**src/hdl/jtep_pkg.sv**
```systemverilog
// Shared widths, event codes and structs of the JSON token event parser.
package jtep_pkg;

  localparam int STACK_DEPTH = 32;
  localparam int STK_AW = (STACK_DEPTH > 1) ? $clog2(STACK_DEPTH) : 1;
  localparam int STK_CW = $clog2(STACK_DEPTH + 1);

  localparam int CHAR_W = 21;
  localparam int KIND_W = 5;
  localparam int LINE_W = 16;

  // Event kinds
  localparam logic [KIND_W-1:0] EV_NONE      = 5'd0;
  localparam logic [KIND_W-1:0] EV_OBJ_START = 5'd1;
  localparam logic [KIND_W-1:0] EV_OBJ_END   = 5'd2;
  localparam logic [KIND_W-1:0] EV_ARR_START = 5'd3;
  localparam logic [KIND_W-1:0] EV_ARR_END   = 5'd4;
  localparam logic [KIND_W-1:0] EV_NAME_CHAR = 5'd5;
  localparam logic [KIND_W-1:0] EV_NAME_END  = 5'd6;
  localparam logic [KIND_W-1:0] EV_STR_CHAR  = 5'd7;
  localparam logic [KIND_W-1:0] EV_STR_END   = 5'd8;
  localparam logic [KIND_W-1:0] EV_NULL      = 5'd9;
  localparam logic [KIND_W-1:0] EV_TRUE      = 5'd10;
  localparam logic [KIND_W-1:0] EV_FALSE     = 5'd11;
  localparam logic [KIND_W-1:0] EV_NUM_CHAR  = 5'd12;
  localparam logic [KIND_W-1:0] EV_INT_END   = 5'd13;
  localparam logic [KIND_W-1:0] EV_FLOAT_END = 5'd14;
  localparam logic [KIND_W-1:0] EV_DOC_END   = 5'd15;
  localparam logic [KIND_W-1:0] EV_ERROR     = 5'd16;

  // One result word
  typedef struct packed {
    logic [KIND_W-1:0] kind;
    logic [CHAR_W-1:0] ch;
    logic [LINE_W-1:0] line;
    logic              last;
  } ev_t;

  // Return-stack request from the parse step
  typedef struct packed {
    logic       push;
    logic [1:0] code;
    logic [1:0] npop;
  } stk_op_t;

  // Return-stack view: fill count and the two top entries
  typedef struct packed {
    logic [STK_CW-1:0] cnt;
    logic [1:0]        top0;
    logic [1:0]        top1;
  } stk_st_t;

endpackage

```
**src/hdl/jtep_stack.sv**
```systemverilog
// Return stack: entry memory with a registered cache of the two top entries.
module jtep_stack (
  input  logic              clk,
  input  logic              rst_n,
  input  jtep_pkg::stk_op_t op,
  output jtep_pkg::stk_st_t st
);
  import jtep_pkg::*;

  logic [1:0]        mem [STACK_DEPTH];
  logic [STK_CW-1:0] cnt_r, cnt_nxt;
  logic [1:0]        top0_r, top1_r;
  logic [STK_AW-1:0] wa, ra0, ra1;

  assign cnt_nxt = cnt_r + STK_CW'(op.push) - STK_CW'(op.npop);
  assign wa      = cnt_r[STK_AW-1:0];
  assign ra0     = STK_AW'(cnt_nxt - STK_CW'(1));
  assign ra1     = STK_AW'(cnt_nxt - STK_CW'(2));

  always_ff @(posedge clk) begin
    if (!rst_n) begin
      cnt_r <= '0;
    end else begin
      cnt_r <= cnt_nxt;
    end
  end

  always_ff @(posedge clk) begin
    if (op.push) begin
      mem[wa] <= op.code;
    end
  end

  // Refetch the top two for the next count; a push lands in top0 directly.
  always_ff @(posedge clk) begin
    top0_r <= op.push ? op.code : mem[ra0];
    top1_r <= mem[ra1];
  end

  assign st.cnt  = cnt_r;
  assign st.top0 = top0_r;
  assign st.top1 = top1_r;

endmodule

```
**src/hdl/jtep_step.sv**
```systemverilog
// Parse step: mode, literal progress, line count and error flag with next-state logic.
module jtep_step (
  input  logic                          clk,
  input  logic                          rst_n,
  input  logic                          go,
  input  logic [jtep_pkg::CHAR_W-1:0]   c,
  input  logic                          eof,
  input  jtep_pkg::stk_st_t             stk,
  output jtep_pkg::stk_op_t             op,
  output logic [1:0]                    ev_n,
  output jtep_pkg::ev_t [1:0]           evs
);
  import jtep_pkg::*;

  localparam logic [3:0] M_DOC        = 4'd0;
  localparam logic [3:0] M_DOC_END    = 4'd1;
  localparam logic [3:0] M_OBJ        = 4'd2;
  localparam logic [3:0] M_NAME       = 4'd3;
  localparam logic [3:0] M_NAME_END   = 4'd4;
  localparam logic [3:0] M_ASSIGN     = 4'd5;
  localparam logic [3:0] M_MEMBER_END = 4'd6;
  localparam logic [3:0] M_ARR        = 4'd7;
  localparam logic [3:0] M_ARR_END    = 4'd8;
  localparam logic [3:0] M_STR        = 4'd9;
  localparam logic [3:0] M_LIT        = 4'd10;
  localparam logic [3:0] M_NUM        = 4'd11;
  localparam logic [3:0] M_FRAC       = 4'd12;

  localparam logic [1:0] RC_DOC    = 2'd0;
  localparam logic [1:0] RC_MEMBER = 2'd1;
  localparam logic [1:0] RC_ARR    = 2'd2;

  localparam logic [4:0] LIT_NONE        = 5'd0;
  localparam logic [4:0] LIT_NULL_START  = 5'd1;
  localparam logic [4:0] LIT_TRUE_START  = 5'd5;
  localparam logic [4:0] LIT_FALSE_START = 5'd9;
  localparam logic [4:0] LIT_BAD         = 5'd31;

  localparam logic [CHAR_W-1:0] CH_TAB    = 21'h09;
  localparam logic [CHAR_W-1:0] CH_LF     = 21'h0A;
  localparam logic [CHAR_W-1:0] CH_CR     = 21'h0D;
  localparam logic [CHAR_W-1:0] CH_SPACE  = 21'h20;
  localparam logic [CHAR_W-1:0] CH_QUOTE  = 21'h22;
  localparam logic [CHAR_W-1:0] CH_PLUS   = 21'h2B;
  localparam logic [CHAR_W-1:0] CH_COMMA  = 21'h2C;
  localparam logic [CHAR_W-1:0] CH_MINUS  = 21'h2D;
  localparam logic [CHAR_W-1:0] CH_DOT    = 21'h2E;
  localparam logic [CHAR_W-1:0] CH_COLON  = 21'h3A;
  localparam logic [CHAR_W-1:0] CH_LBRACK = 21'h5B;
  localparam logic [CHAR_W-1:0] CH_RBRACK = 21'h5D;
  localparam logic [CHAR_W-1:0] CH_LBRACE = 21'h7B;
  localparam logic [CHAR_W-1:0] CH_RBRACE = 21'h7D;
  localparam logic [CHAR_W-1:0] CH_LOW_E  = 21'h65;
  localparam logic [CHAR_W-1:0] CH_UP_E   = 21'h45;
  localparam logic [CHAR_W-1:0] CH_LOW_F  = 21'h66;
  localparam logic [CHAR_W-1:0] CH_LOW_N  = 21'h6E;
  localparam logic [CHAR_W-1:0] CH_LOW_T  = 21'h74;

  localparam logic [LINE_W-1:0] LINE_MAX = '1;
  localparam logic [LINE_W-1:0] LINE_ONE = LINE_W'(1);

  typedef struct packed {
    logic [3:0]             mode;
    logic [4:0]             lit;
    logic                   err;
    logic [STK_CW-1:0]      cnt;
    logic [1:0]             npop;
    logic                   push;
    logic [1:0]             code;
    logic [1:0]             n;
    logic [1:0][KIND_W-1:0] kind;
    logic [1:0][CHAR_W-1:0] ch;
  } scr_t;

  logic [3:0]        mode_r, mode_nxt;
  logic [4:0]        lit_r, lit_nxt;
  logic [LINE_W-1:0] line_r, line_nxt;
  logic              err_r, err_nxt;
  scr_t              s;

  function automatic logic is_space(logic [CHAR_W-1:0] ch, logic e);
    return !e && (ch == CH_SPACE || ch == CH_TAB || ch == CH_CR || ch == CH_LF);
  endfunction

  function automatic logic is_digit(logic [CHAR_W-1:0] ch);
    return ch >= CHAR_W'(8'h30) && ch <= CHAR_W'(8'h39);
  endfunction

  function automatic logic is_alpha(logic [CHAR_W-1:0] ch);
    return (ch >= CHAR_W'(8'h61) && ch <= CHAR_W'(8'h7A)) ||
           (ch >= CHAR_W'(8'h41) && ch <= CHAR_W'(8'h5A));
  endfunction

  function automatic logic is_numch(logic [CHAR_W-1:0] ch);
    return is_digit(ch) || ch == CH_MINUS || ch == CH_PLUS ||
           ch == CH_LOW_E || ch == CH_UP_E;
  endfunction

  function automatic logic [3:0] ret_mode(logic [1:0] code);
    logic [3:0] m;
    case (code)
      RC_MEMBER: m = M_MEMBER_END;
      RC_ARR:    m = M_ARR_END;
      default:   m = M_DOC_END;
    endcase
    return m;
  endfunction

  // Next letter expected at a given literal progress; zero past the end.
  function automatic logic [7:0] lit_next(logic [4:0] p);
    logic [7:0] r;
    case (p)
      5'd1:    r = 8'h75;
      5'd2:    r = 8'h6C;
      5'd3:    r = 8'h6C;
      5'd5:    r = 8'h72;
      5'd6:    r = 8'h75;
      5'd7:    r = 8'h65;
      5'd9:    r = 8'h61;
      5'd10:   r = 8'h6C;
      5'd11:   r = 8'h73;
      5'd12:   r = 8'h65;
      default: r = 8'h00;
    endcase
    return r;
  endfunction

  // Event for a fully spelled literal, none otherwise.
  function automatic logic [KIND_W-1:0] lit_end_kind(logic [4:0] p);
    logic [KIND_W-1:0] k;
    case (p)
      5'd4:    k = EV_NULL;
      5'd8:    k = EV_TRUE;
      5'd13:   k = EV_FALSE;
      default: k = EV_NONE;
    endcase
    return k;
  endfunction

  function automatic scr_t f_emit(scr_t x, logic [KIND_W-1:0] k, logic [CHAR_W-1:0] ch);
    if (!x.err && x.n < 2'd2) begin
      x.kind[x.n[0]] = k;
      x.ch[x.n[0]]   = ch;
      x.n            = x.n + 2'd1;
    end
    return x;
  endfunction

  function automatic scr_t f_fail(scr_t x);
    x     = f_emit(x, EV_ERROR, '0);
    x.err = 1'b1;
    return x;
  endfunction

  function automatic scr_t f_pop(scr_t x, logic [1:0] t0, logic [1:0] t1);
    if (x.cnt == '0) begin
      x = f_fail(x);
    end else begin
      x.cnt  = x.cnt - STK_CW'(1);
      x.mode = ret_mode((x.npop == 2'd0) ? t0 : t1);
      x.npop = x.npop + 2'd1;
    end
    return x;
  endfunction

  function automatic scr_t f_push(scr_t x, logic [1:0] code);
    if (x.cnt >= STK_CW'(STACK_DEPTH)) begin
      x = f_fail(x);
    end else begin
      x.push = 1'b1;
      x.code = code;
      x.cnt  = x.cnt + STK_CW'(1);
    end
    return x;
  endfunction

  function automatic scr_t f_element(scr_t x, logic [CHAR_W-1:0] ch, logic e);
    if (e) begin
      x = f_fail(x);
    end else if (ch == CH_LBRACE) begin
      x      = f_emit(x, EV_OBJ_START, '0);
      x.mode = M_OBJ;
    end else if (ch == CH_LBRACK) begin
      x      = f_emit(x, EV_ARR_START, '0);
      x.mode = M_ARR;
    end else if (ch == CH_QUOTE) begin
      x.mode = M_STR;
    end else if (ch == CH_LOW_N) begin
      x.mode = M_LIT;
      x.lit  = LIT_NULL_START;
    end else if (ch == CH_LOW_T) begin
      x.mode = M_LIT;
      x.lit  = LIT_TRUE_START;
    end else if (ch == CH_LOW_F) begin
      x.mode = M_LIT;
      x.lit  = LIT_FALSE_START;
    end else if (is_digit(ch) || ch == CH_MINUS) begin
      x.mode = M_NUM;
      x      = f_emit(x, EV_NUM_CHAR, ch);
    end else begin
      x = f_fail(x);
    end
    return x;
  endfunction

  function automatic scr_t f_close(scr_t x, logic [CHAR_W-1:0] ch, logic e,
                                   logic [CHAR_W-1:0] closer, logic [KIND_W-1:0] k,
                                   logic [3:0] again, logic [1:0] t0, logic [1:0] t1);
    if (is_space(ch, e)) begin
      x = x;
    end else if (!e && ch == closer) begin
      x = f_pop(x, t0, t1);
      if (!x.err) begin
        x = f_emit(x, k, '0);
      end
    end else if (!e && ch == CH_COMMA) begin
      x.mode = again;
    end else begin
      x = f_fail(x);
    end
    return x;
  endfunction

  // Handle an input in a return mode, including the input that ends a literal or number.
  function automatic scr_t f_simple(scr_t x, logic [CHAR_W-1:0] ch, logic e,
                                    logic [1:0] t0, logic [1:0] t1);
    unique case (x.mode)
      M_MEMBER_END: x = f_close(x, ch, e, CH_RBRACE, EV_OBJ_END, M_OBJ, t0, t1);
      M_ARR_END:    x = f_close(x, ch, e, CH_RBRACK, EV_ARR_END, M_ARR, t0, t1);
      default: begin
        if (e) begin
          x = f_emit(x, EV_DOC_END, '0);
        end else if (!is_space(ch, e)) begin
          x = f_fail(x);
        end
      end
    endcase
    return x;
  endfunction

  function automatic scr_t f_dispatch(scr_t x, logic [CHAR_W-1:0] ch, logic e,
                                      logic [1:0] t0, logic [1:0] t1);
    logic              sp;
    logic [7:0]        nc;
    logic [KIND_W-1:0] lk;
    sp = is_space(ch, e);
    nc = lit_next(x.lit);
    lk = lit_end_kind(x.lit);
    unique case (x.mode) inside
      M_DOC: begin
        if (e) begin
          x = f_emit(x, EV_DOC_END, '0);
        end else if (!sp) begin
          x = f_push(x, RC_DOC);
          if (!x.err) x = f_element(x, ch, e);
        end
      end
      M_OBJ: begin
        if (e) begin
          x = f_fail(x);
        end else if (sp) begin
          x = x;
        end else if (ch == CH_RBRACE) begin
          x = f_pop(x, t0, t1);
          if (!x.err) x = f_emit(x, EV_OBJ_END, '0);
        end else if (ch == CH_QUOTE) begin
          x.mode = M_NAME;
        end else begin
          x = f_fail(x);
        end
      end
      M_NAME: begin
        if (e) begin
          x = f_fail(x);
        end else if (ch == CH_QUOTE) begin
          x      = f_emit(x, EV_NAME_END, '0);
          x.mode = M_NAME_END;
        end else begin
          x = f_emit(x, EV_NAME_CHAR, ch);
        end
      end
      M_NAME_END: begin
        if (sp) begin
          x = x;
        end else if (!e && ch == CH_COLON) begin
          x.mode = M_ASSIGN;
        end else begin
          x = f_fail(x);
        end
      end
      M_ASSIGN: begin
        if (!sp) begin
          x = f_push(x, RC_MEMBER);
          if (!x.err) x = f_element(x, ch, e);
        end
      end
      M_ARR: begin
        if (e) begin
          x = f_fail(x);
        end else if (sp) begin
          x = x;
        end else if (ch == CH_RBRACK) begin
          x = f_pop(x, t0, t1);
          if (!x.err) x = f_emit(x, EV_ARR_END, '0);
        end else begin
          x = f_push(x, RC_ARR);
          if (!x.err) x = f_element(x, ch, e);
        end
      end
      M_STR: begin
        if (e) begin
          x = f_fail(x);
        end else if (ch == CH_QUOTE) begin
          x = f_pop(x, t0, t1);
          if (!x.err) x = f_emit(x, EV_STR_END, '0);
        end else begin
          x = f_emit(x, EV_STR_CHAR, ch);
        end
      end
      M_LIT: begin
        if (!e && is_alpha(ch)) begin
          // advance on the expected letter, poison on anything else
          if (nc != 8'h00 && ch == CHAR_W'(nc)) begin
            x.lit = x.lit + 5'd1;
          end else begin
            x.lit = LIT_BAD;
          end
        end else begin
          x.lit = LIT_NONE;
          if (lk == EV_NONE) begin
            x = f_fail(x);
          end else begin
            x = f_emit(x, lk, '0);
            x = f_pop(x, t0, t1);
            if (!x.err) x = f_simple(x, ch, e, t0, t1);
          end
        end
      end
      M_NUM, M_FRAC: begin
        if (!e && is_numch(ch)) begin
          x = f_emit(x, EV_NUM_CHAR, ch);
        end else if (!e && ch == CH_DOT && x.mode == M_NUM) begin
          x      = f_emit(x, EV_NUM_CHAR, ch);
          x.mode = M_FRAC;
        end else begin
          x = f_emit(x, (x.mode == M_NUM) ? EV_INT_END : EV_FLOAT_END, '0);
          x = f_pop(x, t0, t1);
          if (!x.err) x = f_simple(x, ch, e, t0, t1);
        end
      end
      default: x = f_simple(x, ch, e, t0, t1);
    endcase
    return x;
  endfunction

  always_comb begin
    s      = '0;
    s.mode = mode_r;
    s.lit  = lit_r;
    s.err  = err_r;
    s.cnt  = stk.cnt;
    line_nxt = line_r;
    if (err_r) begin
      // sticky: one error word per input, line frozen
      s.n       = 2'd1;
      s.kind[0] = EV_ERROR;
    end else begin
      s = f_dispatch(s, c, eof, stk.top0, stk.top1);
      if (!s.err && !eof && c == CH_LF && line_r != LINE_MAX) begin
        line_nxt = line_r + LINE_ONE;
      end
    end
    mode_nxt = s.mode;
    lit_nxt  = s.lit;
    err_nxt  = s.err;
  end

  always_ff @(posedge clk) begin
    if (!rst_n) begin
      mode_r <= M_DOC;
      lit_r  <= LIT_NONE;
      line_r <= LINE_ONE;
      err_r  <= 1'b0;
    end else if (go) begin
      mode_r <= mode_nxt;
      lit_r  <= lit_nxt;
      line_r <= line_nxt;
      err_r  <= err_nxt;
    end
  end

  assign op.push = go & s.push;
  assign op.code = s.code;
  assign op.npop = go ? s.npop : 2'd0;
  assign ev_n    = go ? s.n : 2'd0;

  always_comb begin
    for (int i = 0; i < 2; i++) begin
      evs[i].kind = s.kind[i];
      evs[i].ch   = s.ch[i];
      evs[i].line = line_nxt;
      evs[i].last = (s.n == 2'(i + 1));
    end
  end

endmodule

```
**src/hdl/jtep_outq.sv**
```systemverilog
// Result queue: takes up to two words a cycle, hands out one word a cycle while out_stall is low.
module jtep_outq (
  input  logic                      clk,
  input  logic                      rst_n,
  input  logic [1:0]                wr_n,
  input  jtep_pkg::ev_t [1:0]       wr_ev,
  output logic                      room,
  output logic                      out_valid,
  input  logic                      out_stall,
  output logic [jtep_pkg::KIND_W-1:0] out_event_kind,
  output logic [jtep_pkg::CHAR_W-1:0] out_event_char,
  output logic [jtep_pkg::LINE_W-1:0] out_line_number,
  output logic                      out_last
);
  import jtep_pkg::*;

  localparam int OQ_DEPTH = 4;
  localparam int OQ_AW    = $clog2(OQ_DEPTH);
  localparam int OQ_CW    = $clog2(OQ_DEPTH + 1);

  ev_t              q [OQ_DEPTH];
  logic [OQ_AW-1:0] wp_r, wp_nxt, rp_r, rp_nxt;
  logic [OQ_CW-1:0] cnt_r, cnt_nxt;
  logic             rd;
  ev_t              head;

  assign rd      = (cnt_r != '0) && !out_stall;
  assign cnt_nxt = cnt_r + OQ_CW'(wr_n) - OQ_CW'(rd);
  assign wp_nxt  = wp_r + OQ_AW'(wr_n);
  assign rp_nxt  = rp_r + OQ_AW'(rd);
  // keep space for the two words one item may cause
  assign room    = cnt_r <= OQ_CW'(OQ_DEPTH - 2);

  always_ff @(posedge clk) begin
    if (!rst_n) begin
      wp_r  <= '0;
      rp_r  <= '0;
      cnt_r <= '0;
    end else begin
      wp_r  <= wp_nxt;
      rp_r  <= rp_nxt;
      cnt_r <= cnt_nxt;
    end
  end

  always_ff @(posedge clk) begin
    if (wr_n != 2'd0) begin
      q[wp_r] <= wr_ev[0];
    end
    if (wr_n == 2'd2) begin
      q[wp_r + OQ_AW'(1)] <= wr_ev[1];
    end
  end

  assign head            = q[rp_r];
  assign out_valid       = cnt_r != '0;
  assign out_event_kind  = head.kind;
  assign out_event_char  = head.ch;
  assign out_line_number = head.line;
  assign out_last        = head.last;

endmodule

```
**src/hdl/json_token_event_parser_core.sv**
```systemverilog
// Top level of the JSON token event parser: input register, parse step, return stack, result queue.
//
// Streaming JSON parser taking one code point (or an end-of-input mark) per input word and
// producing zero, one or two event words per input on the out channel, in order, each with
// the line number current after that input and last set on the final word of the input.
// An input word is registered, then parsed against the 32-entry return stack, whose two top
// entries are held in registers so that a closing token can pop twice for one input; the
// events enter a four-word queue. An input passes the input register and the queue on its way out.
// Sustained rate is one input per cycle while inputs cause at most one word each and the out
// channel is not stalled; the out channel drains one word per cycle, so inputs causing two words
// hold back the input. After a syntax error every input yields a single error word.
module json_token_event_parser_core (
  input  logic                        clk,
  input  logic                        rst_n,
  input  logic                        in_valid,
  output logic                        in_stall,
  input  logic [jtep_pkg::CHAR_W-1:0] in_character,
  input  logic                        in_end_of_input,
  output logic                        out_valid,
  input  logic                        out_stall,
  output logic [jtep_pkg::KIND_W-1:0] out_event_kind,
  output logic [jtep_pkg::CHAR_W-1:0] out_event_char,
  output logic [jtep_pkg::LINE_W-1:0] out_line_number,
  output logic                        out_last
);
  import jtep_pkg::*;

  logic              in_vld_r;
  logic [CHAR_W-1:0] ch_r;
  logic              eof_r;
  logic              room;
  logic              go;
  stk_op_t           op;
  stk_st_t           st;
  logic [1:0]        ev_n;
  ev_t [1:0]         evs;

  assign go       = in_vld_r & room;
  assign in_stall = in_vld_r & ~room;

  always_ff @(posedge clk) begin
    if (!rst_n) begin
      in_vld_r <= 1'b0;
    end else if (!in_stall) begin
      in_vld_r <= in_valid;
    end
  end

  always_ff @(posedge clk) begin
    if (in_valid && !in_stall) begin
      ch_r  <= in_character;
      eof_r <= in_end_of_input;
    end
  end

  jtep_stack u_stack (
    .clk   (clk),
    .rst_n (rst_n),
    .op    (op),
    .st    (st)
  );

  jtep_step u_step (
    .clk   (clk),
    .rst_n (rst_n),
    .go    (go),
    .c     (ch_r),
    .eof   (eof_r),
    .stk   (st),
    .op    (op),
    .ev_n  (ev_n),
    .evs   (evs)
  );

  jtep_outq u_outq (
    .clk             (clk),
    .rst_n           (rst_n),
    .wr_n            (ev_n),
    .wr_ev           (evs),
    .room            (room),
    .out_valid       (out_valid),
    .out_stall       (out_stall),
    .out_event_kind  (out_event_kind),
    .out_event_char  (out_event_char),
    .out_line_number (out_line_number),
    .out_last        (out_last)
  );

endmodule
```
**config.mk**
```make
export PLATFORM = sky130hd
export DESIGN_NAME = json_token_event_parser_core
export DESIGN_NICKNAME = d
export VERILOG_FILES = /design/src/hdl/jtep_pkg.sv /design/src/hdl/jtep_stack.sv /design/src/hdl/jtep_step.sv /design/src/hdl/jtep_outq.sv /design/src/hdl/json_token_event_parser_core.sv
export SDC_FILE = /design/constraint.sdc
export NUM_CORES = 1
export LEC_CHECK = 0
export ABC_AREA = 0
export ABC_CLOCK_PERIOD_IN_PS = 9160
export BUFFER_PORTS_ARGS = -buffer_cell sky130_fd_sc_hd__clkbuf_2
export CORE_MARGIN = 5
export CORE_UTILIZATION = 63
export CTS_CLUSTER_DIAMETER = 40
export DETAILED_ROUTE_END_ITERATION = 16
export GPL_TIMING_DRIVEN = 0
export PLACE_DENSITY = 0.81
export SYNTH_ARGS = -nofsm -noshare
export SYNTH_HDL_FRONTEND = slang
export SYNTH_SLANG_ARGS = --single-unit
```
**constraint.sdc**
```tcl
create_clock -name clk -period 9.16 [get_ports clk]
set_clock_uncertainty 0.1 [all_clocks]
set_input_delay 1.374 -clock clk [delete_from_list [all_inputs] [get_ports clk]]
set_output_delay 1.374 -clock clk [all_outputs]
set_load 0.01 [all_outputs]
```
==> impl_table.tex, run 1 <==
\begin{tabular}{lr}
\hline
Metric & Value \\
\hline
\multicolumn{2}{l}{\textbf{Run status}} \\
Run status & finished, final reports clean \\
\multicolumn{2}{l}{\textbf{STA}} \\
Total negative slack & 0 ns \\
Final setup viols & 0 \\
Remaining max-slew budget at the tightest pin & 25.2\% \\
Final period util & 91.2\% \\
Maximum clock rate & 120 MHz \\
Transition time at the pin with the least slew margin & 1.11 ns \\
Final hold vios & 0 \\
Setup repair after global routing missed its margin & false \\
Final Max Slew Viols & 0 \\
Clock period minus worst slack & 8.36 ns \\
Final Hold Slack & 0.402 ns \\
\multicolumn{2}{l}{\textbf{Route}} \\
Met3 wire length & 4.79 mm \\
Vias per cell & 6.92 \\
Detail Route met2 WL & 23.3 mm \\
Mean routed wirelength per cell & 25.6 µm \\
Sum of routed wire length over all layers & 49.8 mm \\
Antenna Nets Post-Route & 0 \\
DR vias & 13500 \\
Highest routing layer actually used & met4 \\
Routed met1 length & 19.6 mm \\
Iteration-0 DRC count of the detailed router & 1697 \\
First-pass iteration count of the detailed router & 6 \\
DRC violation count after routing & 0 \\
\multicolumn{2}{l}{\textbf{Worst setup path}} \\
Sort of element at the end of the critical path & register \\
Kind of critical path & reg2reg \\
Kind of launch point of the worst setup path & register \\
Maximum fanout along the worst path & 10 \\
R2R Setup Slk & 0.80 ns \\
Required time worst endpoint & 9.43 ns \\
Critical path arrival & 8.63 ns \\
\multicolumn{2}{l}{\textbf{Clock tree}} \\
\# Post-CTS Setup Buffers & 0 \\
TritonCTS buffer count & 40 \\
Clock tree root driver cell & sky130\_fd\_sc\_hd\_\_clkbuf\_16 \\
\# hold bufs at CTS & 0 \\
Maximum level of the CTS H-tree & 2 \\
TritonCTS clock tree & done \\
Clock transition at the register clock pins on the worst setup and hold paths after CTS & 0.06 ns \\
Largest buffer count on any clock path & 3 \\
Later-pin clock latency in the skew report & 0.54 ns \\
Gates resized, CTS repair & 0 \\
Number of clock sinks & 308 \\
\multicolumn{2}{l}{\textbf{Power}} \\
Leakage power & 6.74 nW \\
Total power draw & 4.42 mW \\
Max rail drop VDD & 172 µV \\
Power density normalized to cell area & 226 nW/µm² \\
\multicolumn{2}{l}{\textbf{Synthesis}} \\
Top post-synthesis cells by area & sky130\_fd\_sc\_hd\_\_edfxtp\_1, sky130\_fd\_sc\_hd\_\_mux4\_2, sky130\_fd\_sc\_hd\_\_dfxtp\_1 \\
Cells after Synth & 1447 \\
Flop and latch count out of synthesis & 308 \\
Synthesis warning total & 0 \\
Share of synthesized flip-flops with an asynchronous set or reset & 0\% \\
Most frequently used flop master after synthesis & sky130\_fd\_sc\_hd\_\_edfxtp\_1 \\
Post-synthesis net count & 1516 \\
Synthesized area per cell & 11.8 µm² \\
Area of the mapped netlist & 17100 µm² \\
Post-synth cell types & 94 \\
Post-synth top area cell & sky130\_fd\_sc\_hd\_\_edfxtp\_1 \\
Area share of the leading cell type in the synthesized netlist & 45.3\% \\
Share of the yosys chip area belonging to registers & 51.2\% \\
Count of flip-flops with a built-in enable after synthesis & 258 \\
\multicolumn{2}{l}{\textbf{Global route}} \\
Total overflow reported by the global router & 0 \\
Via count of the first global-routing pass & 13500 \\
Largest net degree at the start of global routing & 24 \\
Tot GR Track Use & 32.4\% \\
First-pass GRT wire length & 77.6 mm \\
Number of antenna violations at the first check in global routing & 0 \\
\multicolumn{2}{l}{\textbf{Final layout}} \\
Antenna diode count & 0 \\
Post-layout utilization of the core & 72.8\% \\
Final instance count without filler cells & 1948 \\
Fraction of final layout cells with drive strength greater than 1 & 18.9\% \\
Area grow syn2layout & 14.2\% \\
Fill cells & 1782 \\
Fin nets & 1645 \\
\multicolumn{2}{l}{\textbf{Placed design}} \\
Number of instances in the placed design & 1875 \\
IO buf count & 70 \\
Final estimated routing congestion in global placement & 1.03 \\
Detailed-placement wirelength estimate & 35.4 mm \\
\multicolumn{2}{l}{\textbf{Floorplan}} \\
Starting Density & 63.8\% \\
Area of the die & 30500 µm² \\
Die Width & 175 µm \\
IO Count & 71 \\
Count of standard-cell rows & 60 \\
Overall die height & 175 µm \\
Area of the core & 26800 µm² \\
\multicolumn{2}{l}{\textbf{Min path}} \\
Worst hold-check path type & reg2reg \\
\multicolumn{2}{l}{\textbf{Run}} \\
MaxCap Viol Count & 0 \\
\hline
\end{tabular}
## through the flow
step | cell area, µm² | setup slack, ns
after floorplan | 17100 | 2.19
after global placement | 17900 | -0.888
after detailed placement | 18100 | 0.721
after CTS | 19500 | 0.610
after global routing | 19500 | 0.279
final | 19500 | 0.804
## worst max-delay path: stages, from the launching register on
cell and delay [ns]:
sky130_fd_sc_hd__dfxtp_1 0.51, sky130_fd_sc_hd__inv_1 0.22, sky130_fd_sc_hd__ha_1 0.30, sky130_fd_sc_hd__and3_1 0.19, sky130_fd_sc_hd__buf_2 0.16, sky130_fd_sc_hd__inv_2 0.22
sky130_fd_sc_hd__buf_1 0.47, sky130_fd_sc_hd__buf_1 0.48, sky130_fd_sc_hd__ha_1 0.32, sky130_fd_sc_hd__o2bb2ai_1 0.13, sky130_fd_sc_hd__a31oi_1 0.13, sky130_fd_sc_hd__ha_1 0.30
sky130_fd_sc_hd__inv_1 0.04, sky130_fd_sc_hd__ha_1 0.27, sky130_fd_sc_hd__clkbuf_1 0.44, sky130_fd_sc_hd__clkbuf_1 0.60, sky130_fd_sc_hd__buf_1 0.53, sky130_fd_sc_hd__inv_1 0.15
sky130_fd_sc_hd__ha_1 0.30, sky130_fd_sc_hd__clkbuf_1 0.46, sky130_fd_sc_hd__clkbuf_2 0.46, sky130_fd_sc_hd__mux4_2 0.60, sky130_fd_sc_hd__a211oi_1 0.32, sky130_fd_sc_hd__a211oi_1 0.09
sky130_fd_sc_hd__a21oi_1 0.25, sky130_fd_sc_hd__o32ai_1 0.15
## worst paths after layout
kind                                                      from                        endpoint  cells past startpoint
worst max-delay path               u_stack.cnt_r[2]$_SDFF_PN0_       u_stack.top0_r[1]$_DFF_P_                     25
worst min-delay path            u_step.line_r[15]$_SDFFE_PN0P_  u_step.line_r[15]$_SDFFE_PN0P_                      2
worst max register to register     u_stack.cnt_r[2]$_SDFF_PN0_       u_stack.top0_r[1]$_DFF_P_                     25
worst min register to register  u_step.line_r[15]$_SDFFE_PN0P_  u_step.line_r[15]$_SDFFE_PN0P_                      2
## metal layers
layer  global-route usage, %  vias to the layer above
met5                       0                        -
met4                    12.9                        0
met3                    5.97                      152
met2                    51.8                      874
met1                    44.5                     6624
li1                        -                     5831
## cell usage in the layout, fill, tap and decap left out, types with 43 or more instances in the layout
| cell | n |
|---|---|
| sky130_fd_sc_hd__edfxtp_1 | 258 |
| sky130_fd_sc_hd__nor2_1 | 118 |
| sky130_fd_sc_hd__nand2_1 | 102 |
| sky130_fd_sc_hd__mux4_2 | 79 |
| sky130_fd_sc_hd__and3_1 | 72 |
| sky130_fd_sc_hd__clkbuf_1 | 72 |
| sky130_fd_sc_hd__clkbuf_2 | 71 |
| sky130_fd_sc_hd__a21oi_1 | 64 |
| sky130_fd_sc_hd__dfxtp_1 | 50 |
| sky130_fd_sc_hd__o21ai_0 | 47 |
| sky130_fd_sc_hd__inv_1 | 45 |
| sky130_fd_sc_hd__clkbuf_16 | 43 |
## logic make-up (layout without fill, tap and decap cells)
kind of cell,after synthesis,in the layout,synth area share (%)
multiplexers,114,114,12.6
AND/OR/NAND/NOR,538,538,17.0
flip-flops,308,308,51.2
buffers and inverters,146,306,3.53
AO/OA/AOI/OAI,259,259,10.4
adder cells (fa/ha/maj),43,43,3.24
XOR/XNOR,39,39,2.00
## cells in the mapped netlist (all sizes together), types with 8 or more instances
| library cell | count |
|---|---|
| clkbuf | 62 |
| inv | 46 |
| nand3 | 42 |
| o21ai | 52 |
| dfxtp | 50 |
| a2111oi | 8 |
| nor3 | 38 |
| a31oi | 18 |
| and2 | 36 |
| a21oi | 66 |
| xor2 | 20 |
| mux2 | 13 |
| o31ai | 13 |
| o211ai | 15 |
| buf | 38 |
| xnor2 | 19 |
| nand4 | 23 |
| nand2b | 18 |
| nor2 | 121 |
| a211oi | 9 |
| nor4 | 19 |
| nor2b | 13 |
| mux2i | 22 |
| edfxtp | 258 |
| nand2 | 103 |
| ha | 41 |
| a21o | 8 |
| or3 | 8 |
| and3 | 72 |
| mux4 | 79 |
## registers in the layout, indices dropped and copies added, names as in the netlist, 3 cells and up, named ones only
signal / count
u_outq.cnt_r: 3
u_step.line_r: 16
ch_r: 21
u_stack.mem: 64
u_step.lit_r: 5
u_step.mode_r: 4
u_stack.cnt_r: 6
u_outq.q: 172
## cell type report
type                       instances  area, µm²  area share, %
multi-input combinational        993       7790           39.9
buffer                           100        432           2.21
clock inverter                    17        223           1.14
sequential                       308       8750           44.8
timing repair buffer              87        574           2.94
tap                              341        427           2.19
clock buffer                      56       1150           5.89
inverter                          46        173          0.885
## where the power goes
part	switching (mW)	internal, mW
Clock	0.607	1.00
Combinational	0.716	0.450
Sequential	0.0399	1.60
(Power assumes the default switching activity.)
==> inputs of run 2 (changes only) <==
Settings changed: RECOVER_POWER set to 25.
==> run 2 against run 1 <==
Compared with the run above: fmax fell by 0.53%; clock-buffer cell count unchanged; non-clock buffer count did not move; worst hold slack is essentially flat; via count down 0.35%; the flow now finishes with violations (capacitance limit, slew limit).
==> impl_table.tex, run 2 (synthesis gave the netlist of run 1 again) <==
\begin{tabular}{lr}
\hline
Metric & Value \\
\hline
\multicolumn{2}{l}{\textbf{Run status}} \\
Run status & finished, violations left (was finished, final reports clean) \\
Violated checks & capacitance limit, slew limit \\
\multicolumn{2}{l}{\textbf{Clock tree}} \\
TritonCTS buffer count & 40 (unchanged) \\
\# hold bufs at CTS & 0 (unchanged) \\
Maximum level of the CTS H-tree & 2 (unchanged) \\
Largest buffer count on any clock path & 3 (unchanged) \\
Clock transition at the register clock pins on the worst setup and hold paths after CTS & 0.06 ns (about the same) \\
Clock tree root driver cell & sky130\_fd\_sc\_hd\_\_clkbuf\_16 (unchanged) \\
TritonCTS clock tree & done (unchanged) \\
\# Post-CTS Setup Buffers & 0 (unchanged) \\
Later-pin clock latency in the skew report & 0.53 ns (was 0.54 ns) \\
Number of clock sinks & 308 (unchanged) \\
Gates resized, CTS repair & 0 (unchanged) \\
\multicolumn{2}{l}{\textbf{Worst setup path}} \\
Worst R2R Start & ch\_r[16]\$\_DFFE\_PP\_ (was u\_stack.cnt\_r[2]\$\_SDFF\_PN0\_) \\
Critical path arrival & 8.67 ns (was 8.63 ns) \\
Crit path buffers/inverters & 7 (was 12) \\
Largest stage delay on the critical path & 0.85 ns (was 0.60 ns) \\
Sort of element at the end of the critical path & register (unchanged) \\
Worst setup path startpoint & ch\_r[16]\$\_DFFE\_PP\_ (was u\_stack.cnt\_r[2]\$\_SDFF\_PN0\_) \\
Crit-path slowest cell & sky130\_fd\_sc\_hd\_\_nor4\_1 (was sky130\_fd\_sc\_hd\_\_clkbuf\_1) \\
Kind of launch point of the worst setup path & register (unchanged) \\
Maximum fanout along the worst path & 10 (unchanged) \\
Largest delay share family, worst path & buffers and inverters (unchanged) \\
Kind of critical path & reg2reg (unchanged) \\
Crit-path cells & nor4\_1 > and4\_1 > buf\_4 > o211ai\_1 > nand2\_1 > nor2\_1 > nor2\_1 > o2bb2ai\_1 > a31oi\_1 > ha\_1 > inv\_1 > ha\_1 > fa\_1 > clkbuf\_1 > clkbuf\_1 > inv\_1 > ha\_1 > clkbuf\_1 > clkbuf\_2 > mux4\_2 > a211oi\_1 > a211oi\_1 > a21oi\_1 > o32ai\_1 \\
Required time worst endpoint & 9.43 ns (about the same) \\
\multicolumn{2}{l}{\textbf{STA}} \\
Maximum clock rate & 119 MHz (was 120 MHz) \\
Final period util & 91.7\% (was 91.2\%) \\
Clock period minus worst slack & 8.40 ns (was 8.36 ns) \\
Final hold vios & 0 (unchanged) \\
Final setup viols & 0 (unchanged) \\
Setup repair after global routing missed its margin & false (unchanged) \\
Remaining max-slew budget at the tightest pin & -15.0\% (was 25.2\%) \\
Final Hold Slack & 0.402 ns (about the same) \\
Final Max Slew Viols & 15 (was 0) \\
Transition time at the pin with the least slew margin & 1.71 ns (was 1.11 ns) \\
\multicolumn{2}{l}{\textbf{Power}} \\
Power density normalized to cell area & 227 nW/µm² (was 226 nW/µm²) \\
Max rail drop VDD & 167 µV (was 172 µV) \\
Leakage power & 6.67 nW (was 6.74 nW) \\
\multicolumn{2}{l}{\textbf{Final layout}} \\
Number of flip-flops in the largest register & 172 (unchanged) \\
Register with the highest flop count & u\_outq.q (unchanged) \\
Fill cells & 1808 (was 1782) \\
Antenna diode count & 0 (unchanged) \\
Leading cell type in the layout, fill and taps excluded & sky130\_fd\_sc\_hd\_\_edfxtp\_1 (unchanged) \\
Fin nets & 1645 (unchanged) \\
Top library cells by usage in the layout, fill and taps aside & sky130\_fd\_sc\_hd\_\_edfxtp\_1, sky130\_fd\_sc\_hd\_\_nor2\_1, sky130\_fd\_sc\_hd\_\_nand2\_1 (unchanged) \\
Area grow syn2layout & 13.7\% (was 14.2\%) \\
Post-layout utilization of the core & 72.5\% (was 72.8\%) \\
Regs by FF count & u\_outq.q: 172 flops, u\_stack.mem: 64 flops, ch\_r: 21 flops (unchanged) \\
Fraction of final layout cells with drive strength greater than 1 & 17.4\% (was 18.9\%) \\
\multicolumn{2}{l}{\textbf{Run}} \\
MaxCap Viol Count & 1 (was 0) \\
\multicolumn{2}{l}{\textbf{Placed design}} \\
Final estimated routing congestion in global placement & 1.03 (unchanged) \\
Detailed-placement wirelength estimate & 35.4 mm (unchanged) \\
IO buf count & 70 (unchanged) \\
\multicolumn{2}{l}{\textbf{Floorplan}} \\
Area of the die & 30500 µm² (unchanged) \\
IO Count & 71 (unchanged) \\
Area of the core & 26800 µm² (unchanged) \\
Starting Density & 63.8\% (unchanged) \\
Die Width & 175 µm (unchanged) \\
Overall die height & 175 µm (unchanged) \\
Count of standard-cell rows & 60 (unchanged) \\
\multicolumn{2}{l}{\textbf{Global route}} \\
First-pass GRT wire length & 77.6 mm (unchanged) \\
Via count of the first global-routing pass & 13500 (unchanged) \\
Total overflow reported by the global router & 0 (unchanged) \\
Number of antenna violations at the first check in global routing & 0 (unchanged) \\
Tot GR Track Use & 32.4\% (unchanged) \\
Largest net degree at the start of global routing & 24 (unchanged) \\
\multicolumn{2}{l}{\textbf{Route}} \\
DR vias & 13400 (was 13500) \\
Mean routed wirelength per cell & 25.5 µm (was 25.6 µm) \\
DRC violation count after routing & 0 (unchanged) \\
First-pass iteration count of the detailed router & 5 (was 6) \\
Iteration-0 DRC count of the detailed router & 1651 (was 1697) \\
Sum of routed wire length over all layers & 49.7 mm (was 49.8 mm) \\
Antenna Nets Post-Route & 0 (unchanged) \\
Vias per cell & 6.90 (was 6.92) \\
\multicolumn{2}{l}{\textbf{Min path}} \\
Worst hold-check path type & reg2reg (unchanged) \\
Worst hold start & u\_step.line\_r[15]\$\_SDFFE\_PN0P\_ (unchanged) \\
\hline
\end{tabular}
[run 2: cell count changes in the layout (fill, tap and decap cells not counted), moves of 2 or more]
cell / before / now
sky130_fd_sc_hd__nor3_1: 34 / 36
sky130_fd_sc_hd__o211ai_1: 13 / 15
sky130_fd_sc_hd__buf_6: 11 / 8
sky130_fd_sc_hd__clkbuf_2: 71 / 63
sky130_fd_sc_hd__buf_2: 20 / 16
sky130_fd_sc_hd__clkbuf_1: 72 / 90
sky130_fd_sc_hd__nor3_2: 4 / 2
[run 2: metal layers]
layer  global-route usage [%]  share of wire, %  vias up
li1                         -                 -     5824
met1                     44.5                40     6581
met2                     51.8                47      847
met3                     5.97               9.2      182
met4                     12.9               4.6        0
met5                        0                 0        -
[run 2: report_power, final]
group	total, mW	internal, mW	switching (mW)
clock network	1.60	1.00	0.601
registers	1.64	1.60	0.0393
logic	1.16	0.446	0.711
[run 2: worst min-delay path: cells and delay by family, from the launching register on]
| family | cells | cell delay (ns) |
|---|---|---|
| simple gates | 1 | 0.06 |
| flops | 1 | 0.34 |
| mux | 1 | 0.05 |
[run 2: area by class of cell]
type | count | area [µm²] | share of cell area [%]
flip-flops and latches | 308 | 8750 | 45.0
multi-input cells | 993 | 7750 | 39.9
clock buffers | 56 | 1150 | 5.91
repair buffers | 87 | 531 | 2.73
well taps | 341 | 427 | 2.20
plain buffers | 100 | 423 | 2.18
clock inverters | 17 | 223 | 1.15
inverters | 46 | 173 | 0.889
[run 2: stage by stage]
step	area, µm²	worst slack, ns	total power [mW]	cells	setup TNS [ns]
after CTS	19500	0.610	4.40	1948	0
after global routing	19400	0.279	4.57	1948	0
after global placement	17900	-0.888	2.77	1858	-126.74
after detailed placement	18100	0.721	2.81	1875	0
final	19400	0.759	4.40	1948	0
after floorplan	17100	2.19	2.43	1447	0
[run 2: worst paths after layout]
kind	slack (ns)	end	cells after the start
setup / recovery	0.76	u_stack.top0_r[1]$_DFF_P_	24
hold / removal	0.40	u_step.line_r[15]$_SDFFE_PN0P_	2
hold reg to reg	0.40	u_step.line_r[15]$_SDFFE_PN0P_	2
setup reg to reg	0.76	u_stack.top0_r[1]$_DFF_P_	24
==> inputs of run 3 (changes only) <==
Settings changed: ABC_CLOCK_PERIOD_IN_PS 9160 to 10600, CORE_ASPECT_RATIO set to 0.8, CORE_UTILIZATION 63 to 65, PLACE_DENSITY 0.81 to 0.83.
Clock period 9.16 ns to 10.6 ns, I/O delays scaled along.
==> run 3 against run 2 <==
Compared with the run above: the flow still finishes with violations (capacitance limit, slew limit); global-route usage up 3.1 points; clock-buffer cell count down 14; clock power decreased by 19%; non-clock buffer count up 1; fmax shrank 3.7%; sequential power decreased by 13%; first-iteration DRC count increased by 29%; worst hold slack improved by 0.018 ns; critical endpoint is now u_stack.top0_r[0]$_DFF_P_; critical path depth rose by 1; highest routed layer is now met5; via count grew 1.1%.
==> impl_table.tex, run 3 (synthesis gave the netlist of run 1 again) <==
\begin{tabular}{lr}
\hline
Metric & Value \\
\hline
\multicolumn{2}{l}{\textbf{Run status}} \\
Run status & finished, violations left (unchanged) \\
Violated checks & capacitance limit, slew limit (unchanged) \\
\multicolumn{2}{l}{\textbf{Final layout}} \\
Area grow syn2layout & 12.9\% (was 13.7\%) \\
Fill cells & 1674 (was 1808) \\
Leading cell type in the layout, fill and taps excluded & sky130\_fd\_sc\_hd\_\_edfxtp\_1 (unchanged) \\
Post-route design area & 19300 µm² (was 19400 µm²) \\
Number of flip-flops in the largest register & 172 (unchanged) \\
Top library cells by usage in the layout, fill and taps aside & sky130\_fd\_sc\_hd\_\_edfxtp\_1, sky130\_fd\_sc\_hd\_\_nor2\_1, sky130\_fd\_sc\_hd\_\_nand2\_1 (unchanged) \\
Regs by FF count & u\_outq.q: 172 flops, u\_stack.mem: 64 flops, ch\_r: 21 flops (unchanged) \\
Register with the highest flop count & u\_outq.q (unchanged) \\
Fin nets & 1642 (was 1645) \\
Fraction of final layout cells with drive strength greater than 1 & 17.1\% (was 17.4\%) \\
\multicolumn{2}{l}{\textbf{Global route}} \\
GR met3 Demand/Resource & 8.84\% (was 5.97\%) \\
First-pass GRT wire length & 80.1 mm (was 77.6 mm) \\
Peak-usage layer in the global routing report & met2 (unchanged) \\
Largest net degree at the start of global routing & 23 (was 24) \\
Number of antenna violations at the first check in global routing & 2 (was 0) \\
Grt met2 use & 55.9\% (was 51.8\%) \\
Via count of the first global-routing pass & 13400 (was 13500) \\
Tot GR Track Use & 35.5\% (was 32.4\%) \\
Met1 usage & 49.0\% (was 44.5\%) \\
Total overflow reported by the global router & 0 (unchanged) \\
\multicolumn{2}{l}{\textbf{Clock tree}} \\
\# Post-CTS Setup Buffers & 0 (unchanged) \\
Number of clock sinks & 308 (unchanged) \\
Later-pin clock latency in the skew report & 0.54 ns (was 0.53 ns) \\
Gates resized, CTS repair & 0 (unchanged) \\
Clock transition at the register clock pins on the worst setup and hold paths after CTS & 0.06 ns (about the same) \\
Largest buffer count on any clock path & 3 (unchanged) \\
Maximum level of the CTS H-tree & 2 (unchanged) \\
\# hold bufs at CTS & 0 (unchanged) \\
TritonCTS clock tree & done (unchanged) \\
TritonCTS buffer count & 36 (was 40) \\
Clock tree root driver cell & sky130\_fd\_sc\_hd\_\_clkbuf\_16 (unchanged) \\
\multicolumn{2}{l}{\textbf{Placed design}} \\
Final estimated routing congestion in global placement & 1.04 (was 1.03) \\
Detailed-placement wirelength estimate & 37.7 mm (was 35.4 mm) \\
IO buf count & 70 (unchanged) \\
Cell area after placement & 18200 µm² (was 18100 µm²) \\
\multicolumn{2}{l}{\textbf{Route}} \\
DRC violation count after routing & 0 (unchanged) \\
First-pass iteration count of the detailed router & 6 (was 5) \\
Antenna Nets Post-Route & 0 (unchanged) \\
Vias per cell & 6.94 (was 6.90) \\
Mean routed wirelength per cell & 27.0 µm (was 25.5 µm) \\
Iteration-0 DRC count of the detailed router & 2124 (was 1651) \\
DR vias & 13600 (was 13400) \\
Sum of routed wire length over all layers & 52.9 mm (was 49.7 mm) \\
\multicolumn{2}{l}{\textbf{Worst setup path}} \\
Largest stage delay on the critical path & 0.71 ns (was 0.85 ns) \\
Reg-to-Reg End & u\_stack.top0\_r[0]\$\_DFF\_P\_ (was u\_stack.top0\_r[1]\$\_DFF\_P\_) \\
Kind of launch point of the worst setup path & register (unchanged) \\
Crit-path slowest cell & sky130\_fd\_sc\_hd\_\_buf\_1 (was sky130\_fd\_sc\_hd\_\_nor4\_1) \\
Required time worst endpoint & 10.89 ns (was 9.43 ns) \\
Maximum fanout along the worst path & 10 (unchanged) \\
Cell repeated most along the worst path & sky130\_fd\_sc\_hd\_\_ha\_1 \\
R2R Setup Slk & 1.88 ns (was 0.76 ns) \\
Kind of critical path & reg2reg (unchanged) \\
Critical path arrival & 9.01 ns (was 8.67 ns) \\
Worst R2R Start & u\_stack.cnt\_r[2]\$\_SDFF\_PN0\_ (was ch\_r[16]\$\_DFFE\_PP\_) \\
Sort of element at the end of the critical path & register (unchanged) \\
Worst r2r path cells & 25 (was 24) \\
\multicolumn{2}{l}{\textbf{STA}} \\
Remaining max-slew budget at the tightest pin & -3.22\% (was -15.0\%) \\
Final Max Slew Viols & 11 (was 15) \\
Setup repair after global routing missed its margin & false (unchanged) \\
Final hold vios & 0 (unchanged) \\
Maximum clock rate & 115 MHz (was 119 MHz) \\
Clock period minus worst slack & 8.72 ns (was 8.40 ns) \\
Total negative slack & 0 ns (unchanged) \\
Final period util & 82.3\% (was 91.7\%) \\
Final setup viols & 0 (unchanged) \\
Transition time at the pin with the least slew margin & 1.55 ns (was 1.71 ns) \\
\multicolumn{2}{l}{\textbf{Floorplan}} \\
Count of standard-cell rows & 53 (was 60) \\
IO Count & 71 (unchanged) \\
Starting Density & 65.6\% (was 63.8\%) \\
Overall die height & 155 µm (was 175 µm) \\
Area of the core & 26100 µm² (was 26800 µm²) \\
Die Width & 191 µm (was 175 µm) \\
Area of the die & 29700 µm² (was 30500 µm²) \\
\multicolumn{2}{l}{\textbf{Min path}} \\
Hold Path Cell Cnt & 2 (unchanged) \\
Worst hold start & u\_step.line\_r[15]\$\_SDFFE\_PN0P\_ (unchanged) \\
Capture endpoint of the worst hold path & u\_step.line\_r[15]\$\_SDFFE\_PN0P\_ (unchanged) \\
Worst hold-check path type & reg2reg (unchanged) \\
\multicolumn{2}{l}{\textbf{Power}} \\
Power density normalized to cell area & 194 nW/µm² (was 227 nW/µm²) \\
Leakage power & 6.59 nW (was 6.67 nW) \\
Max rail drop VDD & 185 µV (was 167 µV) \\
\multicolumn{2}{l}{\textbf{Run}} \\
MaxCap Viol Count & 1 (unchanged) \\
\hline
\end{tabular}
run 3: cell count changes in the layout (fill, tap and decap cells not counted), moves of 2 or more:
cell                        change
sky130_fd_sc_hd__clkbuf_16      -7
sky130_fd_sc_hd__clkbuf_1       -3
sky130_fd_sc_hd__buf_6          +2
sky130_fd_sc_hd__clkbuf_2       -2
sky130_fd_sc_hd__clkbuf_8       -2
sky130_fd_sc_hd__clkinv_1       +2
sky130_fd_sc_hd__inv_4          -2
run 3: how the worst max path moves through the flow:
stage,cells past startpoint,slack (ns),startpoint,to
finish,25,1.88,u_stack.cnt_r[2]$_SDFF_PN0_,u_stack.top0_r[0]$_DFF_P_
global route,25,1.30,u_stack.cnt_r[2]$_SDFF_PN0_,u_stack.top0_r[0]$_DFF_P_
CTS,25,2.05,u_stack.cnt_r[2]$_SDFF_PN0_,u_stack.top0_r[1]$_DFF_P_
detailed placement,25,2.05,u_stack.cnt_r[2]$_SDFF_PN0_,u_stack.top0_r[1]$_DFF_P_
global placement,15,0.29,u_stack.cnt_r[2]$_SDFF_PN0_,u_outq.q[3][34]$_DFFE_PP_
floorplan,14,3.63,u_stack.cnt_r[2]$_SDFF_PN0_,u_outq.q[0][0]$_DFFE_PP_
run 3: through the flow:
step / util [%] / worst slack, ns / total power, mW / hold WS [ns] / std cells
after global routing: 74.0 / 1.30 / 3.87 / 0.453 / 1958
after detailed placement: 69.7 / 2.05 / 2.45 / 0.400 / 1892
after floorplan: - / 3.63 / 2.10 / 0.367 / 1447
after CTS: 74.4 / 2.05 / 3.73 / 0.415 / 1957
after global placement: 68.6 / 0.288 / 2.40 / 0.387 / 1874
final: 74.0 / 1.88 / 3.75 / 0.420 / 1958
run 3: metal layers:
| metal | share of wire [%] | wire [µm] |
|---|---|---|
| met1 | 38 | 20300 |
| met4 | 3.6 | 1930 |
| met3 | 12 | 6120 |
| met2 | 46 | 24600 |
| met5 | 0.025 | 13 |
run 3: worst max-delay path, delay by kind of cell (launching register included):
family / cells / cell delay (ns)
compound gates: 6 / 0.96
fa+ha+maj: 5 / 1.54
buf+inv: 12 / 4.56
flops: 1 / 0.58
mux: 1 / 0.59
simple gates: 1 / 0.19
run 3: power breakdown:
part / internal [mW] / switching, mW / total (mW)
clock network: 0.762 / 0.528 / 1.29
logic: 0.388 / 0.648 / 1.04
registers: 1.39 / 0.0372 / 1.42
run 3: cell type report:
| type | count | area, µm² | area share, % |
|---|---|---|---|
| antenna | 1 | 2.50 | 0.0130 |
| buffer | 100 | 423 | 2.19 |
| clock buffer | 42 | 923 | 4.79 |
| clock inverter | 23 | 297 | 1.54 |
| inverter | 46 | 173 | 0.895 |
| multi-input combinational | 993 | 7750 | 40.2 |
| sequential | 308 | 8750 | 45.3 |
| tap | 357 | 447 | 2.32 |
| timing repair buffer | 88 | 526 | 2.72 |
